[src/sssp_pkg.sv]
// ----------------------------------------------------------------------------
// sssp_pkg: shared types and constants for the shortest path block
// Sizes, operation codes and the data carried along the chain of cells.
// ----------------------------------------------------------------------------
package sssp_pkg;

  localparam int NODES       = 16;
  localparam int NODE_BITS   = 4;
  localparam int WEIGHT_BITS = 16;
  localparam int COST_BITS   = 20;
  localparam int CNT_BITS    = 5;
  localparam int EDGE_BITS   = 2 * NODE_BITS;

  localparam logic OP_LOAD = 1'b0;
  localparam logic OP_RUN  = 1'b1;

  // control broadcast from the sequencer to every cell
  typedef struct packed {
    logic                 clear;     // start of a run
    logic                 seed;      // mark source known at cost zero
    logic [NODE_BITS-1:0] src;
    logic                 relax;     // relaxation pass active
    logic [NODE_BITS-1:0] u;         // node being settled
    logic [COST_BITS-1:0] u_cost;
    logic                 edge_ok;   // current edge u->v valid
    logic [NODE_BITS-1:0] v;         // node under relaxation
    logic [WEIGHT_BITS-1:0] w;
    logic                 settle;    // mark u settled
  } cell_ctl_t;

  // candidate passed along the chain during selection
  typedef struct packed {
    logic                 found;
    logic [NODE_BITS-1:0] node;
    logic [COST_BITS-1:0] cost;
  } cand_t;

endpackage

[src/sssp_cell.sv]
// ----------------------------------------------------------------------------
// sssp_cell: one node of the graph
// Holds cost, parent and flags for one node, relaxes its own entry and
// merges itself into the running minimum handed on from its left neighbor.
// ----------------------------------------------------------------------------
module sssp_cell
  import sssp_pkg::*;
(
  input  logic                 clk,
  input  logic                 rst,
  input  logic [NODE_BITS-1:0] my_id,
  input  logic                 active,
  input  cell_ctl_t            ctl,
  input  cand_t                cand_in,
  output cand_t                cand_out,
  output logic                 known,
  output logic [COST_BITS-1:0] cost,
  output logic [NODE_BITS-1:0] parent
);

  logic settled;
  logic [COST_BITS-1:0] cand_cost;
  logic hit;
  cand_t merged;

  assign cand_cost = ctl.u_cost + COST_BITS'(ctl.w);
  assign hit = ctl.relax && ctl.edge_ok && (ctl.v == my_id) && active
               && (!known || cost > cand_cost);

  // node state
  always_ff @(posedge clk) begin
    if (rst || ctl.clear) begin
      known   <= 1'b0;
      settled <= 1'b0;
    end else begin
      if (ctl.seed && ctl.src == my_id && active) begin
        known <= 1'b1;
        cost  <= '0;
      end else if (hit) begin
        known  <= 1'b1;
        cost   <= cand_cost;
        parent <= ctl.u;
      end
      if (ctl.settle && ctl.u == my_id) settled <= 1'b1;
    end
  end

  // merge into running minimum; strict less keeps the lower index on ties
  always_comb begin
    merged = cand_in;
    if (known && !settled && active && (!cand_in.found || cost < cand_in.cost)) begin
      merged.found = 1'b1;
      merged.node  = my_id;
      merged.cost  = cost;
    end
  end

  // hand the candidate to the right neighbor
  always_ff @(posedge clk) begin
    if (rst) cand_out <= '0;
    else cand_out <= merged;
  end

endmodule

[src/sssp_chain.sv]
// ----------------------------------------------------------------------------
// sssp_chain: row of node cells
// Cells hand the selection candidate from low to high index, one cell per
// cycle, so a selection settles once it has passed every cell register.
// ----------------------------------------------------------------------------
module sssp_chain
  import sssp_pkg::*;
(
  input  logic                 clk,
  input  logic                 rst,
  input  logic [CNT_BITS-1:0]  n_act,
  input  cell_ctl_t            ctl,
  output cand_t                best,
  input  logic [NODE_BITS-1:0] rd_node,
  output logic                 rd_known,
  output logic [COST_BITS-1:0] rd_cost,
  output logic [NODE_BITS-1:0] rd_parent
);

  cand_t                link   [NODES+1];
  logic                 kn     [NODES];
  logic [COST_BITS-1:0] cs     [NODES];
  logic [NODE_BITS-1:0] pr     [NODES];

  assign link[0] = '0;

  for (genvar i = 0; i < NODES; i++) begin : g_cell
    sssp_cell u_cell (
      .clk      (clk),
      .rst      (rst),
      .my_id    (NODE_BITS'(i)),
      .active   (CNT_BITS'(i) < n_act),
      .ctl      (ctl),
      .cand_in  (link[i]),
      .cand_out (link[i+1]),
      .known    (kn[i]),
      .cost     (cs[i]),
      .parent   (pr[i])
    );
  end

  // chain tail, already registered in the last cell
  assign best = link[NODES];

  assign rd_known  = kn[rd_node];
  assign rd_cost   = cs[rd_node];
  assign rd_parent = pr[rd_node];

endmodule

[config.mk]
export PLATFORM = sky130hd
export DESIGN_NAME = sssp_chain
export DESIGN_NICKNAME = d
export VERILOG_FILES = /design/src/sssp_pkg.sv /design/src/sssp_cell.sv /design/src/sssp_chain.sv
export SDC_FILE = /design/constraint.sdc
export NUM_CORES = 2
export LEC_CHECK = 0
export BUFFER_PORTS_ARGS = -buffer_cell sky130_fd_sc_hd__buf_2
export CORE_MARGIN = 2
export CORE_UTILIZATION = 53
export DETAILED_ROUTE_END_ITERATION = 16
export HOLD_SLACK_MARGIN = 0.12
export PLACE_DENSITY = 0.72
export SYNTH_ARGS = -nofsm -noshare
export SYNTH_HDL_FRONTEND = slang
export SYNTH_SLANG_ARGS = --single-unit
[constraint.sdc]
create_clock -name clk -period 6.75 [get_ports clk]
set_input_delay 0.3375 -clock clk [delete_from_list [all_inputs] [get_ports clk]]
set_output_delay 0.3375 -clock clk [all_outputs]
set_load 0.01 [all_outputs]
Word level (Yosys, flattened, before mapping)
Cells that the tools add are included.
- magnitude comparators: 48
- mux-type cells: 73
- $add $sub $neg: 1
- reduce and logical (&&, ||, !) cells: 289
- equality and inequality tests: 45
- bitwise logic cells: 19
- operators with widths (operator ; number):
    two-way mux 25 bit ; 16
    two-way mux 20 bit ; 18
    greater-than comparator 20 bit ; 16
    < comparator 20 bit ; 15
    logical AND 1 bit ; 144
    equality test 4 bit (second input constant) ; 24
    binary-select mux 20 bit (select 4 bit) ; 1
    equality test 4 x 3 -> 1 bit (second input constant) ; 12
    AND reduction 3 bit ; 16
    zero test 1 bit ; 47
    < comparator 4 x 5 -> 1 bit (first input constant) ; 8
    two-way mux 1 bit ; 34
    logical OR 1 bit ; 32
    AND reduction 2 bit ; 16
    nonzero test 2 bit ; 16
    OR reduction 2 bit ; 15
    equality test 4 x 2 -> 1 bit (second input constant) ; 6
    adder 20 x 16 -> 20 bit ; 1
    < comparator 3 x 5 -> 1 bit (first input constant) ; 4
    NOT 1 bit ; 18
    binary-select mux 4 bit (select 4 bit) ; 1
    equality test 4 x 1 -> 1 bit (second input constant) ; 3
    zero test 4 bit ; 3
    < comparator 1 x 5 -> 1 bit (first input constant) ; 2
    5 further kinds ; 7
- output and inout port bits: 50
- logic and storage cells: 601
- register bits after elaboration: 816

Logic depth before layout (Yosys ltp)
- depth after elaboration: 6
- mapped depth: 20

Hierarchy
A second synthesis with hierarchy kept.
- cell total of the unflattened synthesis: 6786
- area total of the unflattened synthesis: 65532.9 um^2
- modules (own cells, without submodules) (module ; area each (um^2) ; times used ; cells each ; seq. area each (um^2)):
    sssp_cell (g_cell[11].u_cell ...) ; 3917.5 ; 11 ; 410 ; 1261.2
    sssp_cell (g_cell[0].u_cell ...) ; 3913.8 ; 3 ; 409 ; 1261.2
    sssp_cell (g_cell[8].u_cell) ; 3921.3 ; 1 ; 413 ; 1261.2
    sssp_cell (g_cell[14].u_cell) ; 3688.5 ; 1 ; 394 ; 1261.2
    sssp_chain ; 3089.2 ; 1 ; 242 ; 0.0

Least setup slack after synthesis
OpenSTA, ideal clock, no wires.
- path kind: input to register
- start: input ctl[1] (netlist name)
- end: register g_cell[11].u_cell.cost[0], enable pin
- arrival time: 6111 ps
- path buffers: 1
- path slack: 214 ps
- library setup time: 425 ps
- stages: 20
- cell sequence: ha_1 -> fa_1 -> a211oi_2 -> o21ai_1 -> a2111oi_4 -> nor2_1 -> a21o_2 -> a21oi_1 -> xor2_1 -> clkbuf_1 -> ha_1 -> and4_1 -> nand3_1 -> nor4_1 -> nand2_1 -> nand3_1 -> maj3_1 -> maj3_1 -> a21oi_1 -> o21ai_0
- word-level cells in the longest chain between the ends: 6
- ends and longest elaborated chain (item ; line ; text):
    start, declared ; sssp_chain.sv:12 ; input cell_ctl_t ctl,
    adder 20 x 16 -> 20 bit ; sssp_cell.sv:26 ; assign cand_cost = ctl.u_cost + COST_BITS'(ctl.w);
    greater-than comparator 20 bit ; sssp_cell.sv:28 ; && (!known || cost > cand_cost);
    logical OR 1 bit ; sssp_cell.sv:28 ;
    logical AND 1 bit ; sssp_cell.sv:28 ;
    nonzero test 2 bit (no line) ; -- ;
    AND reduction 2 bit (no line) ; -- ;
    end signal, assigned ; sssp_cell.sv:41 ; cost <= cand_cost;
    end, declared ; sssp_cell.sv:17 ; output logic [COST_BITS-1:0] cost,
Every way passes these cells.
A chain may end at the register's enable or synchronous reset.

Worst setup path in the final report
- start: input ctl[1] (netlist name)
- end: register g_cell[13].u_cell.cost[2], enable pin
- word-level cells in the longest chain between the ends: 6
- ends and longest elaborated chain (item ; line):
    adder 20 x 16 -> 20 bit ; sssp_cell.sv:26
    greater-than comparator 20 bit ; sssp_cell.sv:28
    logical OR 1 bit ; sssp_cell.sv:28
    logical AND 1 bit ; sssp_cell.sv:28
    nonzero test 2 bit (no line) ; --
    AND reduction 2 bit (no line) ; --
    end signal, assigned ; sssp_cell.sv:41
    end, declared ; sssp_cell.sv:17
Every way passes these cells.

==> metrics.yaml <==
peakVddDrop_uv: 206.4
drc: 0
fp-row-count: 108
worst_hold_path_type: "in -> reg"
post_cts_resized: 0
worst_pin_slew_ns: 1.356
die_y_um: 300.0
synth_cells: 4406
nNetsFinal: 5152
synth-edff-count: 384
core_area_sq_um: 86750
vias_per_cell: 6.485
powerDensity_nw_per_um2: 236.3
wl_per_cell_um: 28.33
syn_to_final_growth_pct: 11.53
ios: 114
ys_seq_area_share_pct: 42.81
clkSlewWorstSetupHoldPaths_ns: 0.06
ys_ff_latch: 801
worst_ep_required_time_ns: 7.05
numCtsBuffers: 88
rsz0062_at_grt: "no"
grt_first_pass_wirelength_mm: 236.8
syn-cell-area_sq_um: 46440
clkSinkCount: 801
postCtsSetupRepairBufs: 0
die-area_sq_um: 90010
fmax_mhz: 188.7
place_congestion: 1.018
crit_type: "in -> reg"
cp-start-kind: "input pin"
tns_ns: 0
clockBufferDepth: 3
antenna_found_initial: 27
num_vias: 37230
cts_tree: "done"
cts_root_buffer: "clkbuf_16"
synthArstFlopShare_pct: 0
max_cap_violations: 0
start_util_pct: 53.53
layout-drive-gt1-share_pct: 12.14
grt_pass1_vias: 35190
portBuffers: 113
grt_util_all_layers_pct: 35.98
ys.flop_type: "dfxtp_1"
grt_overflow: 0
avgSynthCellArea_sq_um: 10.54
hold_slack_ns: 0.1472
p_leak_nw: 20.34
period_share_pct: 78.52
wirelength_mm: 162.6
critPathArrivalTime_ns: 5.60
synth.distinct_cells: 86
first_pass_iters: 6
slew_headroom_pct: 9.599
cp_max_fo: 20
slew_violations: 0
insertion_delay_ns: 0.69
hold_viol: 0
drtAntennaViolNets: 0
drtIter0Drc: 4962
cts_hold_buf: 0
h-tree-depth: 3
synth_nets: 5060
end_kind: "register"
setup_violations: 0
die_width_um: 300.0
ys_warn_count: 0
dp_hpwl_mm: 123.6
finClkSkew_ns: 0.02965
min_period_ns: 5.300
grt_max_degree: 105
status: "finished clean"
[cells by family (layout without fill, tap and decap cells)]
kind of cell,Yosys count,after routing,share of synthesized area [%]
flops,801,801,42.81
other cells,0,14,0
fa+ha+maj,601,601,16.16
mux,349,349,10.89
simple gates,1235,1235,12.24
compound gates,824,824,12.44
buf+inv,549,715,4.580
xor+xnor,47,47,0.8864
[per-layer routing]
metal / part of all wire (%) / track usage, % / vias to the layer above
met1: 39 / 48.53 / 18020
met3: 14 / 12.43 / 501
met4: 5.8 / 18.82 / 32
li1: - / - / 16340
met5: 0.13 / 0 / -
met2: 41 / 50.93 / 2339
[path summary, 6_finish.rpt]
kind         slack (ns)  cells past startpoint                                        to                                startpoint
min                0.15                      4     g_cell[3].u_cell.settled$_SDFFE_PP0P_                                    ctl[0]
max reg2reg        2.83                      9  g_cell[7].u_cell.cand_out[13]$_SDFF_PP0_    g_cell[7].u_cell.cost[1]$_SDFFCE_PP0P_
min reg2reg        0.43                      2  g_cell[3].u_cell.cand_out[21]$_SDFF_PP0_  g_cell[2].u_cell.cand_out[21]$_SDFF_PP0_
max                1.45                     19   g_cell[13].u_cell.cost[2]$_SDFFCE_PP0P_                                    ctl[1]
[power by group]
part	switching, mW	total, mW	internal (mW)
registers	0.0410	5.25	5.21
logic	1.38	2.15	0.770
clock network	2.07	4.84	2.77
total	3.49	12.2	8.75
[cell type report]
type                            count  area [sq um]
Timing Repair Buffer              213          1375
Antenna cell                       14         35.03
Sequential cell                   801         19880
Multi-Input combinational cell   3056         24880
Clock inverter                     35         299.0
Fill cell                        7195         34960
Clock buffer                      129          2604
Tap cell                         1155          1445
Inverter                          338          1274
[metrics by stage]
stage,util (%),instance area (sq um),worst slack (ns),total power [mW],instances
after floorplan,-,46440,0.2144,6.582,4406
after global placement,56.30,48850,0.9778,7.360,5562
after detailed placement,56.30,48850,0.8786,7.404,5562
after CTS,59.65,51750,1.580,12.18,5726
after global routing,59.67,51770,1.084,12.59,5730
final,59.70,51790,1.450,12.24,5741
[registers in the layout, summed over array words and instances, names as in the netlist]
name,count
g_cell.u_cell.cand_out,385
g_cell.u_cell.cost,320
g_cell.u_cell.known,16
g_cell.u_cell.parent,64
g_cell.u_cell.settled,16
[cells in the mapped netlist, drive strengths merged (12+ instances only)]
library cell    n  share of area [%]
a2111oi        20               0.45
a211oi         18               0.34
a21o          220                3.6
a21oi         172                1.9
a31oi          16               0.22
and2           26               0.35
and3           18               0.25
and4           16               0.31
buf            46               0.51
clkbuf        165                1.3
dfxtp         417                 18
edfxtp        384                 25
ha            589                 16
inv           337                2.7
mux2i         224                4.8
mux4          125                6.1
nand2         190                1.5
nand2b         39               0.53
nand3          30               0.32
nand4          84                1.1
nor2          634                5.1
nor2b          58               0.78
nor3           61               0.68
nor3b          20               0.33
nor4           20               0.27
o2111ai        80                1.5
o21a           44               0.71
o21ai          99                1.1
o31ai          90                1.5
or3            12               0.16
xnor2          34               0.64
xor2           13               0.25
[layout by cell type (no fill, tap or decap), types with 94 or more instances in the layout]
cell type / count
a21o_1: 218
a21oi_1: 170
buf_2: 110
buf_4: 97
clkbuf_16: 94
dfxtp_1: 417
edfxtp_1: 384
ha_1: 589
inv_1: 336
mux2i_1: 224
mux4_2: 125
nand2_1: 190
nor2_1: 633
[worst max-delay path, stage by stage]
cell and delay (ns):
buf_2 0.10, ha_1 0.24, fa_1 0.47, a211oi_2 0.28, o21ai_1 0.16, a2111oi_4 0.45
o21ai_0 0.15, a21oi_1 0.37, xor2_4 0.48, buf_4 0.38, ha_1 0.21, nand2_1 0.05
o21ai_0 0.24, nor2_1 0.07, o41ai_1 0.32, o21ai_0 0.12, a21boi_0 0.23, a2111oi_1 0.10
o21ai_2 0.82
No activity file was read; power rests on OpenSTA's default activity.
